<file path="config.mk">
export PLATFORM = sky130hd
export DESIGN_NAME = periodic_ghost_image_generator_top_flat
export DESIGN_NICKNAME = d
export VERILOG_FILES = /design/src/rtl/core/pgig_pkg.sv /design/src/rtl/core/pgig_stream_if.sv /design/src/rtl/core/pgig_front.sv /design/src/rtl/core/pgig_queue.sv /design/src/rtl/core/pgig_back.sv /design/src/rtl/core/periodic_ghost_image_generator_top.sv /design/src/flat_wrapper.sv
export SDC_FILE = /design/constraint.sdc
export NUM_CORES = 2
export LEC_CHECK = 0
export BUFFER_PORTS_ARGS = -buffer_cell sky130_fd_sc_hd__buf_4
export CAP_MARGIN = 40
export CORE_ASPECT_RATIO = 1.75
export CORE_MARGIN = 5
export CORE_UTILIZATION = 45
export CTS_CLUSTER_DIAMETER = 30
export DETAILED_ROUTE_END_ITERATION = 8
export HOLD_SLACK_MARGIN = 0.05
export SLEW_MARGIN = 40
export SYNTH_ARGS = -nofsm -noshare
export SYNTH_HDL_FRONTEND = slang
export SYNTH_SLANG_ARGS = --single-unit
</file>
<file path="constraint.sdc">
create_clock -name clk_i -period 16.1 [get_ports clk_i]
set_clock_uncertainty 0.15 [all_clocks]
set_input_delay 0.805 -clock clk_i [delete_from_list [all_inputs] [get_ports clk_i]]
set_output_delay 0.805 -clock clk_i [all_outputs]
set_load 0.02 [all_outputs]
</file>
<file path="src/rtl/core/pgig_pkg.sv">
// pgig_pkg: shared types, constants and ghost sequence tables for the
// periodic ghost image generator; depends on nothing
package pgig_pkg;

  localparam int unsigned COORD_W        = 32;
  localparam int unsigned LEN_W          = 31;
  localparam int unsigned CFG_IDX_W      = 3;
  localparam int unsigned CFG_DATA_W     = 31;
  localparam int unsigned DEF_QUEUE_DEPTH = 2;

  // configuration register indexes
  localparam logic [CFG_IDX_W-1:0] CFG_CELL_LEN_X    = 3'd0;
  localparam logic [CFG_IDX_W-1:0] CFG_CELL_LEN_Y    = 3'd1;
  localparam logic [CFG_IDX_W-1:0] CFG_CELL_LEN_Z    = 3'd2;
  localparam logic [CFG_IDX_W-1:0] CFG_PERIODIC_MASK = 3'd3;
  localparam logic [CFG_IDX_W-1:0] CFG_SKIN_WIDTH    = 3'd4;

  // axis select codes, one bit per shifted axis
  localparam logic [2:0] SEL_NONE = 3'b000;
  localparam logic [2:0] SEL_X    = 3'b001;
  localparam logic [2:0] SEL_Y    = 3'b010;
  localparam logic [2:0] SEL_Z    = 3'b100;
  localparam logic [2:0] SEL_XY   = 3'b011;
  localparam logic [2:0] SEL_XZ   = 3'b101;
  localparam logic [2:0] SEL_YZ   = 3'b110;
  localparam logic [2:0] SEL_XYZ  = 3'b111;

  typedef struct packed {
    logic [LEN_W-1:0] len_x;
    logic [LEN_W-1:0] len_y;
    logic [LEN_W-1:0] len_z;
    logic [LEN_W-1:0] skin;
    logic [2:0]       mask;
  } cfg_t;

  // one classified atom waiting for the back end
  typedef struct packed {
    logic signed [COORD_W-1:0] x;
    logic signed [COORD_W-1:0] y;
    logic signed [COORD_W-1:0] z;
    logic signed [COORD_W-1:0] sx;
    logic signed [COORD_W-1:0] sy;
    logic signed [COORD_W-1:0] sz;
    logic [2:0]                flags;
  } entry_t;

  typedef logic [7:0][2:0] seq_t;

  // point order per flag set {z,y,x}; slot 0 is the atom itself
  function automatic seq_t pgig_seq(logic [2:0] flags);
    seq_t s;
    s = '0;
    unique case (flags)
      SEL_NONE: begin
        s[0] = SEL_NONE;
      end
      SEL_X: begin
        s[1] = SEL_X;
      end
      SEL_XY: begin
        s[1] = SEL_X; s[2] = SEL_XY; s[3] = SEL_Y;
      end
      SEL_XYZ: begin
        s[1] = SEL_X; s[2] = SEL_XY; s[3] = SEL_Y;
        s[4] = SEL_XYZ; s[5] = SEL_YZ; s[6] = SEL_XZ; s[7] = SEL_Z;
      end
      SEL_XZ: begin
        s[1] = SEL_X; s[2] = SEL_Z; s[3] = SEL_XZ;
      end
      SEL_Y: begin
        s[1] = SEL_Y;
      end
      SEL_YZ: begin
        s[1] = SEL_Y; s[2] = SEL_Z; s[3] = SEL_YZ;
      end
      SEL_Z: begin
        s[1] = SEL_Z;
      end
    endcase
    return s;
  endfunction

  // index of the final point for a flag set
  function automatic logic [2:0] pgig_last_idx(logic [2:0] flags);
    logic [2:0] n;
    unique case (flags)
      SEL_NONE: n = 3'd0;
      SEL_X:    n = 3'd1;
      SEL_Y:    n = 3'd1;
      SEL_Z:    n = 3'd1;
      SEL_XY:   n = 3'd3;
      SEL_XZ:   n = 3'd3;
      SEL_YZ:   n = 3'd3;
      SEL_XYZ:  n = 3'd7;
    endcase
    return n;
  endfunction

endpackage

</file>
<file path="src/rtl/core/pgig_stream_if.sv">
// pgig_stream_if: valid/ready channels for atoms in and points out
// depends on pgig_pkg for field widths
interface pgig_atom_if;
  import pgig_pkg::*;
  logic                      valid;
  logic                      ready;
  logic signed [COORD_W-1:0] pos_x;
  logic signed [COORD_W-1:0] pos_y;
  logic signed [COORD_W-1:0] pos_z;

  modport source (output valid, output pos_x, output pos_y, output pos_z, input ready);
  modport sink   (input valid, input pos_x, input pos_y, input pos_z, output ready);
endinterface

interface pgig_point_if;
  import pgig_pkg::*;
  logic                      valid;
  logic                      ready;
  logic signed [COORD_W-1:0] out_x;
  logic signed [COORD_W-1:0] out_y;
  logic signed [COORD_W-1:0] out_z;
  logic                      is_ghost;
  logic                      last_of_atom;

  modport source (output valid, output out_x, output out_y, output out_z,
                  output is_ghost, output last_of_atom, input ready);
  modport sink   (input valid, input out_x, input out_y, input out_z,
                  input is_ghost, input last_of_atom, output ready);
endinterface

</file>
<file path="src/rtl/core/pgig_front.sv">
// pgig_front: accepts atoms, flags edge axes and computes shifted images
// depends on pgig_pkg and pgig_atom_if
module pgig_front import pgig_pkg::*; (
  input  cfg_t             cfg_i,
  pgig_atom_if.sink        atom_i,
  input  logic             full_i,
  output logic             push_o,
  output entry_t           entry_o
);

  typedef struct packed {
    logic                      flag;
    logic signed [COORD_W-1:0] shifted;
  } axis_res_t;

  function automatic axis_res_t axis_eval(logic periodic, logic signed [COORD_W-1:0] c,
                                          logic [LEN_W-1:0] len, logic [LEN_W-1:0] skin);
    logic signed [COORD_W+1:0] cw;
    logic signed [COORD_W+1:0] lw;
    logic signed [COORD_W+1:0] sw;
    logic signed [COORD_W+1:0] hi;
    logic signed [COORD_W+1:0] c2;
    logic signed [COORD_W+1:0] sum;
    logic signed [COORD_W+1:0] dif;
    axis_res_t r;
    cw  = {{2{c[COORD_W-1]}}, c};
    lw  = {3'b000, len};
    sw  = {3'b000, skin};
    hi  = lw - sw;
    c2  = cw <<< 1;
    sum = cw + lw;
    dif = cw - lw;
    r.flag    = periodic && ((cw < sw) || (cw > hi));
    // below half the length moves up by one length, else down
    r.shifted = (c2 < lw) ? sum[COORD_W-1:0] : dif[COORD_W-1:0];
    return r;
  endfunction

  axis_res_t rx, ry, rz;

  always_comb begin
    rx = axis_eval(cfg_i.mask[0], atom_i.pos_x, cfg_i.len_x, cfg_i.skin);
    ry = axis_eval(cfg_i.mask[1], atom_i.pos_y, cfg_i.len_y, cfg_i.skin);
    rz = axis_eval(cfg_i.mask[2], atom_i.pos_z, cfg_i.len_z, cfg_i.skin);
  end

  assign atom_i.ready = !full_i;
  assign push_o       = atom_i.valid && !full_i;

  assign entry_o.x     = atom_i.pos_x;
  assign entry_o.y     = atom_i.pos_y;
  assign entry_o.z     = atom_i.pos_z;
  assign entry_o.sx    = rx.shifted;
  assign entry_o.sy    = ry.shifted;
  assign entry_o.sz    = rz.shifted;
  assign entry_o.flags = {rz.flag, ry.flag, rx.flag};

endmodule

</file>
<file path="src/rtl/core/pgig_queue.sv">
// pgig_queue: short queue of classified atoms between front and back end
// depends on pgig_pkg for the entry type
module pgig_queue import pgig_pkg::*; #(
  parameter int unsigned DEPTH = DEF_QUEUE_DEPTH
) (
  input  logic   clk_i,
  input  logic   rst_ni,
  input  logic   push_i,
  input  entry_t entry_i,
  input  logic   pop_i,
  output entry_t head_o,
  output logic   head_valid_o,
  output logic   full_o
);

  localparam int unsigned PTR_W = (DEPTH > 1) ? $clog2(DEPTH) : 1;
  localparam int unsigned CNT_W = $clog2(DEPTH + 1);
  localparam logic [PTR_W-1:0] PTR_LAST = PTR_W'(DEPTH - 1);
  localparam logic [CNT_W-1:0] CNT_FULL = CNT_W'(DEPTH);

  entry_t            mem_q [DEPTH];
  logic [PTR_W-1:0]  wr_ptr_q, wr_ptr_d;
  logic [PTR_W-1:0]  rd_ptr_q, rd_ptr_d;
  logic [CNT_W-1:0]  cnt_q, cnt_d;
  logic              do_push, do_pop;

  assign full_o       = (cnt_q == CNT_FULL);
  assign head_valid_o = (cnt_q != '0);
  assign head_o       = mem_q[rd_ptr_q];
  assign do_push      = push_i && !full_o;
  assign do_pop       = pop_i && head_valid_o;

  always_comb begin
    wr_ptr_d = wr_ptr_q;
    rd_ptr_d = rd_ptr_q;
    cnt_d    = cnt_q;
    if (do_push) begin
      wr_ptr_d = (wr_ptr_q == PTR_LAST) ? '0 : wr_ptr_q + 1'b1;
    end
    if (do_pop) begin
      rd_ptr_d = (rd_ptr_q == PTR_LAST) ? '0 : rd_ptr_q + 1'b1;
    end
    if (do_push && !do_pop) begin
      cnt_d = cnt_q + 1'b1;
    end else if (do_pop && !do_push) begin
      cnt_d = cnt_q - 1'b1;
    end
  end

  always_ff @(posedge clk_i or negedge rst_ni) begin
    if (!rst_ni) begin
      wr_ptr_q <= '0;
      rd_ptr_q <= '0;
      cnt_q    <= '0;
    end else begin
      wr_ptr_q <= wr_ptr_d;
      rd_ptr_q <= rd_ptr_d;
      cnt_q    <= cnt_d;
    end
  end

  always_ff @(posedge clk_i) begin
    if (do_push) begin
      mem_q[wr_ptr_q] <= entry_i;
    end
  end

endmodule

</file>
<file path="src/rtl/core/pgig_back.sv">
// pgig_back: walks the ghost sequence of the head atom, one point a cycle unless the output stalls
// depends on pgig_pkg and pgig_point_if
module pgig_back import pgig_pkg::*; (
  input  logic        clk_i,
  input  logic        rst_ni,
  input  entry_t      head_i,
  input  logic        head_valid_i,
  output logic        pop_o,
  pgig_point_if.source point_o
);

  logic [2:0]                idx_q, idx_d;
  logic                      valid_q, valid_d;
  logic signed [COORD_W-1:0] x_q, y_q, z_q;
  logic                      ghost_q, last_q;
  seq_t                      seq;
  logic [2:0]                sel;
  logic                      is_last;
  logic                      load;

  always_comb begin
    seq     = pgig_seq(head_i.flags);
    sel     = seq[idx_q];
    is_last = (idx_q == pgig_last_idx(head_i.flags));
    // output register takes a new word when empty or being drained
    load    = head_valid_i && (!valid_q || point_o.ready);
    pop_o   = load && is_last;
    idx_d   = idx_q;
    valid_d = valid_q;
    if (load) begin
      idx_d   = is_last ? 3'd0 : idx_q + 3'd1;
      valid_d = 1'b1;
    end else if (point_o.ready) begin
      valid_d = 1'b0;
    end
  end

  always_ff @(posedge clk_i or negedge rst_ni) begin
    if (!rst_ni) begin
      idx_q   <= 3'd0;
      valid_q <= 1'b0;
    end else begin
      idx_q   <= idx_d;
      valid_q <= valid_d;
    end
  end

  always_ff @(posedge clk_i) begin
    if (load) begin
      x_q     <= sel[0] ? head_i.sx : head_i.x;
      y_q     <= sel[1] ? head_i.sy : head_i.y;
      z_q     <= sel[2] ? head_i.sz : head_i.z;
      ghost_q <= (idx_q != 3'd0);
      last_q  <= is_last;
    end
  end

  assign point_o.valid        = valid_q;
  assign point_o.out_x        = x_q;
  assign point_o.out_y        = y_q;
  assign point_o.out_z        = z_q;
  assign point_o.is_ghost     = ghost_q;
  assign point_o.last_of_atom = last_q;

endmodule

</file>
<file path="src/rtl/core/periodic_ghost_image_generator_top.sv">
// periodic ghost image generator: atom in, atom plus periodic ghosts out
// a taken atom is queued, then each of its points is registered at the output
// throughput: one point per cycle unless the output stalls; an atom yields 1, 2, 4
// or 8 points, set by how many axes it flags
// reset: queue, sequencer and output valid cleared; all config registers read zero
module periodic_ghost_image_generator_top import pgig_pkg::*; #(
  parameter int unsigned QUEUE_DEPTH = DEF_QUEUE_DEPTH
) (
  input  logic                  clk_i,
  input  logic                  rst_ni,
  input  logic                  cfg_we_i,
  input  logic [CFG_IDX_W-1:0]  cfg_idx_i,
  input  logic [CFG_DATA_W-1:0] cfg_wdata_i,
  pgig_atom_if.sink             atom_i,
  pgig_point_if.source          point_o
);

  cfg_t   cfg_q;
  entry_t entry, head;
  logic   push, pop, full, head_valid;

  always_ff @(posedge clk_i or negedge rst_ni) begin
    if (!rst_ni) begin
      cfg_q <= '0;
    end else if (cfg_we_i) begin
      unique case (cfg_idx_i)
        CFG_CELL_LEN_X:    cfg_q.len_x <= cfg_wdata_i[LEN_W-1:0];
        CFG_CELL_LEN_Y:    cfg_q.len_y <= cfg_wdata_i[LEN_W-1:0];
        CFG_CELL_LEN_Z:    cfg_q.len_z <= cfg_wdata_i[LEN_W-1:0];
        CFG_PERIODIC_MASK: cfg_q.mask  <= cfg_wdata_i[2:0];
        CFG_SKIN_WIDTH:    cfg_q.skin  <= cfg_wdata_i[LEN_W-1:0];
        default: begin
        end
      endcase
    end
  end

  pgig_front u_front (
    .cfg_i   (cfg_q),
    .atom_i  (atom_i),
    .full_i  (full),
    .push_o  (push),
    .entry_o (entry)
  );

  pgig_queue #(
    .DEPTH (QUEUE_DEPTH)
  ) u_queue (
    .clk_i        (clk_i),
    .rst_ni       (rst_ni),
    .push_i       (push),
    .entry_i      (entry),
    .pop_i        (pop),
    .head_o       (head),
    .head_valid_o (head_valid),
    .full_o       (full)
  );

  pgig_back u_back (
    .clk_i        (clk_i),
    .rst_ni       (rst_ni),
    .head_i       (head),
    .head_valid_i (head_valid),
    .pop_o        (pop),
    .point_o      (point_o)
  );

  // a full queue means the back end already holds a word
  a_full_has_output: assert property (@(posedge clk_i) disable iff (!rst_ni)
    !atom_i.ready |-> point_o.valid)
    else $error("queue full with no output word");

  // an atom's sequence continues without a bubble
  a_no_gap_in_atom: assert property (@(posedge clk_i) disable iff (!rst_ni)
    (point_o.valid && point_o.ready && !point_o.last_of_atom) |=> point_o.valid)
    else $error("gap inside an atom's point sequence");

  // the word after a final point starts a new atom
  a_atom_first: assert property (@(posedge clk_i) disable iff (!rst_ni)
    (point_o.valid && point_o.ready && point_o.last_of_atom)
      |=> (!point_o.valid || !point_o.is_ghost))
    else $error("ghost emitted before its atom");

  // after a non-final point is taken, the output holds a valid word or no ghost
  a_ghost_not_first: assert property (@(posedge clk_i) disable iff (!rst_ni)
    (point_o.valid && point_o.ready && !point_o.last_of_atom)
      |=> !point_o.is_ghost || point_o.valid)
    else $error("sequence broke after a non-final point");

endmodule
</file>
<file path="src/flat_wrapper.sv">
// flat-port wrapper written by rule: the top's interface ports become plain ports
module periodic_ghost_image_generator_top_flat import pgig_pkg::*;
#(
  parameter int unsigned QUEUE_DEPTH = DEF_QUEUE_DEPTH
)
  (clk_i, rst_ni, cfg_we_i, cfg_idx_i, cfg_wdata_i, atom_i_valid, atom_i_pos_x, atom_i_pos_y, atom_i_pos_z, atom_i_ready, point_o_valid, point_o_out_x, point_o_out_y, point_o_out_z, point_o_is_ghost, point_o_last_of_atom, point_o_ready);
  pgig_atom_if atom_i_i ();
  pgig_point_if point_o_i ();
  input  logic clk_i;
  input  logic rst_ni;
  input  logic cfg_we_i;
  input  logic [CFG_IDX_W-1:0] cfg_idx_i;
  input  logic [CFG_DATA_W-1:0] cfg_wdata_i;
  input wire logic [$bits(atom_i_i.valid)-1:0] atom_i_valid;
  input wire logic [$bits(atom_i_i.pos_x)-1:0] atom_i_pos_x;
  input wire logic [$bits(atom_i_i.pos_y)-1:0] atom_i_pos_y;
  input wire logic [$bits(atom_i_i.pos_z)-1:0] atom_i_pos_z;
  output wire logic [$bits(atom_i_i.ready)-1:0] atom_i_ready;
  output wire logic [$bits(point_o_i.valid)-1:0] point_o_valid;
  output wire logic [$bits(point_o_i.out_x)-1:0] point_o_out_x;
  output wire logic [$bits(point_o_i.out_y)-1:0] point_o_out_y;
  output wire logic [$bits(point_o_i.out_z)-1:0] point_o_out_z;
  output wire logic [$bits(point_o_i.is_ghost)-1:0] point_o_is_ghost;
  output wire logic [$bits(point_o_i.last_of_atom)-1:0] point_o_last_of_atom;
  input wire logic [$bits(point_o_i.ready)-1:0] point_o_ready;
  assign atom_i_i.valid = atom_i_valid;
  assign atom_i_i.pos_x = atom_i_pos_x;
  assign atom_i_i.pos_y = atom_i_pos_y;
  assign atom_i_i.pos_z = atom_i_pos_z;
  assign atom_i_ready = atom_i_i.ready;
  assign point_o_valid = point_o_i.valid;
  assign point_o_out_x = point_o_i.out_x;
  assign point_o_out_y = point_o_i.out_y;
  assign point_o_out_z = point_o_i.out_z;
  assign point_o_is_ghost = point_o_i.is_ghost;
  assign point_o_last_of_atom = point_o_i.last_of_atom;
  assign point_o_i.ready = point_o_ready;
  periodic_ghost_image_generator_top #(.QUEUE_DEPTH(QUEUE_DEPTH)) u_core (.clk_i(clk_i), .rst_ni(rst_ni), .cfg_we_i(cfg_we_i), .cfg_idx_i(cfg_idx_i), .cfg_wdata_i(cfg_wdata_i), .atom_i(atom_i_i), .point_o(point_o_i));
endmodule
</file>
# After elaboration in Yosys (flattened, before gate mapping)
# Memory sizes are Yosys's and may differ from the RTL's.
# Cells that the tools add are included.
[word_totals]
ramBits = 390
out_inout_bits = 100
inputBits = 135
n_memories = 2
mem_bits_ro = 24
regBits = 233
wordCells = 105
[memory_table]
columns = ["memory", "depth", "width", "read_ports", "rd_ports_with_merged_regs", "write_ports", "line_no", "rtl"]
rows = [
  ["u_core.u_queue.mem_q", 2, 195, 1, 0, 1, "pgig_queue.sv:21", "entry_t mem_q [DEPTH];"],
  ["(name not given)", 8, 3, 1, 0, 0, "pgig_pkg.sv:86", "unique case (flags)"],
]
[classes]
add_sub_neg = 14
n_mux = 20
eq_ne = 13
reduce_logical = 31
order_cmp = 10
[op_table]
columns = ["operator", "n"]
rows = [
  ["2-to-1 mux 32 bit", 6],
  ["less-than comparator 33 x 32 -> 1 bit", 3],
  ["adder 32 bit", 3],
  ["greater-than comparator 32 bit", 3],
  ["less-than comparator 32 bit", 3],
  ["subtractor 31 x 31 -> 32 bit", 3],
  ["subtractor 32 bit", 3],
  ["one-hot mux 6 bit (3 select lines)", 1],
  ["== test 3 bit (second input constant)", 5],
  ["== test 3 x 2 -> 1 bit (second input constant)", 4],
  ["2-to-1 mux 12 bit", 1],
  ["logical AND 1 bit", 10],
  ["AND reduction 2 bit", 5],
  ["binary-select mux 3 bit (select 3 bit)", 1],
  ["one-hot mux 3 bit (3 select lines)", 1],
  ["== test 3 x 1 -> 1 bit (second input constant)", 2],
  ["2-to-1 mux 1 bit", 6],
  ["2-to-1 mux 3 bit", 2],
  ["nonzero test 2 bit", 3],
  ["zero test 1 bit", 4],
  ["logical OR 1 bit", 4],
  ["less-than comparator 3 x 4 -> 1 bit (second input constant)", 1],
  ["2-to-1 mux 2 bit", 2],
  ["OR reduction 2 bit", 2],
  ["9 further kinds", 10],
]

# Depth between registers and ports, before layout
[logic_depth]
ltp_word = 8
ltp_mapped = 24
mapped_depth_nobuf = 24

# By module
# A second synthesis with hierarchy kept.
[hier_totals]
hier_cells = 3554
area_unflattened_um2 = 42239.3
[by_module_without_submodules]
columns = ["module", "cells_each", "n_inst", "area_per_inst_um2", "seq_area_each_um2"]
rows = [
  ["pgig_front", 2396, 1, 17892.2, 0.0],
  ["pgig_queue", 626, 1, 14846.7, 11811.3],
  ["periodic_ghost_image_generator_top", 271, 1, 4840.9, 3178.0],
  ["pgig_back", 261, 1, 4659.5, 3042.9],
]

# Worst setup path before layout
# OpenSTA, ideal clock, no wires.
[synth_timing]
path_type = "in2reg"
from = "input atom_i_valid"
to = "memory u_core.u_queue.mem_q[0][0] (netlist name), enable pin"
slack_ns = 6.211
setup_time_ns = 0.754
arrival_ns = 8.986
cell_stages = 2
required_ns = 15.196
n_path_buf = 0
path_cell_list = "nand2_1 -> nor2_1"
[synth_between]
elab_chain_len = 4
[synth_rtl]
columns = ["element", "line_no", "rtl"]
rows = [
  ["start: declaration", "flat_wrapper.sv:14", "input wire logic [$bits(atom_i_i.valid)-1:0] atom_i_valid;"],
  ["logical AND 1 bit", "pgig_front.sv:48", "assign push_o = atom_i.valid && !full_i;"],
  ["logical AND 1 bit", "pgig_queue.sv:30", "assign do_push = push_i && !full_o;"],
  ["2-to-1 mux 1 bit", "pgig_queue.sv:63", "if (do_push) begin"],
  ["2-to-1 mux 1 bit (implied by the code)", "pgig_queue.sv:64", "mem_q[wr_ptr_q] <= entry_i;"],
  ["end: declaration", "pgig_queue.sv:21", ""],
]
# Every way passes these cells.

==> flow_summary_export.csv <==
group,metric,value,unit
global_route,antenna_found_initial,10,
clocking,cts_tree,"done",
floorplan,design.die.area,93400,um^2
global_route,met3_usage,2.97,%
timing,setup_ws,9110,ps
global_route,grt_max_degree,136,
layout,final_area,45900,um^2
worst_setup_path,rr_endpoint,"u_core.u_queue.mem_q[0][98]$_DFFE_PP_",
timing,worstMarginPinSlew,857,ps
floorplan,core,86600,um^2
yosys,synth-compound-area-share,15.3,%
global_route,busiest_layer,"met2",
min_path,hold_class,"input port to register",
timing,slew-limit-headroom,42.8,%
yosys,synth_commonest_cells,"488 x edfxtp_1, 477 x ha_1, 254 x o21ai_0",
yosys,ys_ff_latch,623,
yosys,synth_cell_types,79,
layout,layout-drive-gt1-share,15.2,%
worst_setup_path,critical_path_arrival,7260,ps
floorplan,floorplan.die.height,401,um
worst_setup_path,worstSetupStartpointType,"register",
clocking,htreeDepth,3,
min_path,min_from,"atom_i_pos_x[9]",
yosys,synthMuxAreaShare,5.85,%
timing,timing.final.crit_share,43.4,%
routing,avgViaCountPerCell,5.67,
worst_setup_path,critPathKind,"register to register",
clocking,clk-insertion-delay-late,680,ps
timing,final_max_slew_viol_count,0,
power_and_ir_drop,leakagePower,19.0,nW
routing,post-route-drc-count,0,
routing,vias,28100,
placement,dp_hpwl,83300,um
status,status,"completed",
routing,routed_wl,106000,um
worst_setup_path,regToRegStartpoint,"u_core.cfg_q[97]$_DFFE_PN0P_",
floorplan,io_pins,235,
min_path,holdPathEnd,"u_core.u_queue.mem_q[1][172]$_DFFE_PP_",
yosys,yosys.area_share.xor_xnor,5.67,%
clocking,clock_sinks,623,
global_route,grt_pass1_wl,163000,um
min_path,hold_depth,1,
yosys,yosysTopAreaCell,"edfxtp_1",
global_route,use_met2,41.7,%
worst_setup_path,rrSetupSlack,9110,ps
global_route,use_met1,25.2,%
yosys,yosys.area_share.simple,8.99,%
timing,fin_tns_setup,0,ps
global_route,grt-ovfl-total,0,
yosys,synth_top_family_by_area,"adder cells",
worst_setup_path,critical_path_required,16370,ps
power_and_ir_drop,p_per_area,187,nW/um^2
layout,num-fill-cells,7704,
floorplan,initial_utilization,45.3,%
yosys,netlist_area,39200,um^2
clocking,clkTransAtPathRegs,60,ps
timing,hold_viol,0,
timing,rsz0062_at_grt,"false",
floorplan,die_w,233,um
routing,ant_nets,0,
placement,gp_congestion,0.907,
yosys,ys_async_sr_fraction,21.7,%
yosys,yosys_warnings,0,
yosys,seq_area_frac_synth,46.0,%
placement,portBuffers,234,
worst_setup_path,reg2regPathDepth,23,
layout,fin_nets,4325,
job,drv_cap,0,
yosys,synth_fa_ha_area_share,15.5,%
clocking,cts-root-buf,"clkbuf_16",
timing,finalHoldWorstSlack,210,ps
timing,setup_viol,0,
yosys,synth.avg_cell_area,11.5,um^2
clocking,clock_path_buffers,3,
yosys,synth_area_leaders,"edfxtp_1 37%, ha_1 15%, dfrtp_1 8.6%",
worst_setup_path,cp-end-kind,"register",
placement,pre_cts_ws,8630,ps
clocking,cts-buffers-inserted,99,
routing,wl_per_cell,21.4,um
yosys,ys.flop_type,"edfxtp_1",
layout,area_growth_syn_to_layout,17.0,%
timing,max_clock_freq,143,MHz
timing,period_minus_slack,6990,ps
global_route,grt_pass1_vias,29700,
yosys,syn_nets,4033,
power_and_ir_drop,peakVddDrop,0.131,mV
yosys,synth_edf_count,488,
worst_setup_path,path_max_fanout,28,
yosys,yosysMostFrequentCell,"edfxtp_1",
floorplan,row_count,143,
yosys,synth.top_cell.area_share,37.4,%
clocking,post_cts_buffers,0,
layout,fin_util,53.0,%
global_route,grt_usage,22.5,%
routing,drtIter0Drc,1208,
placement,place_area,42400,um^2
yosys,netlist_instances,3415,
routing,firstDrtPassIters,7,
worst max-delay path, stage by stage, from the launching register on:
cell       delay [ps]
dfrtp_1           420
inv_1             100
ha_1              280
nor2b_1           130
o21a_1            170
o21a_1            170
o211ai_1          220
a41oi_1           270
o41ai_1           630
a2111oi_1         230
nor2_2            150
buf_4             340
mux2_2            400
ha_1              300
a211oi_1          240
o21ai_0           170
a211oi_1          520
o31ai_1           290
o21ai_1           360
a21oi_1           180
o21a_1            260
a221oi_1          440
a21oi_1           160
xnor2_1           170
per-layer routing:
metal  up-vias  wire length, um
li1      13600                -
met1     13600            40200
met2       643            56300
met3       228             4410
met4         8             5170
met5         -               48
sequential cells by signal, summed over array words and instances, names as in the netlist:
signal / cells
u_core.u_back.point_o.out_y: 32
u_core.u_back.point_o.is_ghost: 1
u_core.u_back.idx_q: 3
u_core.u_back.point_o.out_z: 32
u_core.u_back.point_o.valid: 1
u_core.cfg_q: 127
u_core.u_back.point_o.out_x: 32
u_core.u_queue.cnt_q: 2
u_core.u_queue.rd_ptr_q: 1
u_core.u_queue.wr_ptr_q: 1
u_core.u_back.point_o.last_of_atom: 1
u_core.u_queue.mem_q: 390
cells in the final DEF (no fill, tap or decap), types with 10 or more instances in the layout:
master and n:
a41oi_1 10, nand2b_1 42, and4_1 14, inv_8 11
nor3_1 39, o21ai_1 11, nand4_1 61, o21a_1 42
a211oi_1 28, nor4_1 15, nand2_1 229, o21ai_0 253
dfrtp_1 134, nor2_1 142, a21oi_1 237, a21o_1 178
nor2b_1 36, and2_1 13, inv_6 23, inv_1 206
nand3_1 63, buf_4 252, ha_1 477, and3_1 20
o31ai_1 23, o211ai_1 12, edfxtp_1 488, clkbuf_16 102
xor2_1 67, mux4_2 96, a31oi_1 26, o21bai_1 28
xnor2_1 187
per-stage QoR:
stage	power, mW	cells
floorplan	5.36	3415
CTS	8.65	4951
detailed placement	6.45	4765
global placement	6.40	4764
finish	8.56	4956
global route	9.12	4954
layout make-up:
cell class | count | area (um^2) | area share (%)
diodes | 5 | 12.5 | 0.0273
flip-flops and latches | 623 | 18000 | 39.3
clock inverters | 78 | 833 | 1.82
repair buffers | 258 | 1960 | 4.27
well taps | 1160 | 1450 | 3.16
clock buffers | 107 | 2570 | 5.61
inverters | 212 | 798 | 1.74
multi-input cells | 2513 | 20200 | 44.0
kinds of logic after synthesis:
| kind of cell | Yosys count |
|---|---|
| AO/OA/AOI/OAI | 946 |
| multiplexers | 108 |
| flip-flops | 623 |
| buffers and inverters | 279 |
| AND/OR/NAND/NOR | 722 |
| XOR/XNOR | 254 |
| adder cells (fa/ha/maj) | 483 |
power breakdown:
| group | switching [mW] | internal (mW) | leakage [nW] |
|---|---|---|---|
| clock network | 0.829 | 1.33 | 1.66 |
| logic | 2.17 | 1.56 | 11.1 |
| registers | 0.198 | 2.47 | 6.21 |
| total | 3.20 | 5.36 | 19.0 |
how the worst max path moves through the flow:
stage,to,start,slack [ps],cells past startpoint
6_report,u_core.u_queue.mem_q[0][98]$_DFFE_PP_,u_core.cfg_q[97]$_DFFE_PN0P_,9110,23
2_1_floorplan,u_core.u_queue.mem_q[0][0]$_DFFE_PP_,atom_i_valid,6210,2
4_1_cts,u_core.u_queue.mem_q[0][98]$_DFFE_PP_,u_core.cfg_q[97]$_DFFE_PN0P_,9070,23
5_1_grt,u_core.u_queue.mem_q[1][33]$_DFFE_PP_,u_core.cfg_q[48]$_DFFE_PN0P_,8620,25
3_3_place_gp,u_core.u_queue.mem_q[0][98]$_DFFE_PP_,atom_i_pos_x[0],8760,23
3_5_place_dp,u_core.u_queue.mem_q[0][98]$_DFFE_PP_,atom_i_pos_x[0],8630,23
what timing repair did:
item,CTS,global route
hold buffers,1,0
endpoints found under the hold margin,47,0
setup endpoints to repair,0,0
gates resized for setup,0,0
(Power assumes the default switching activity.)
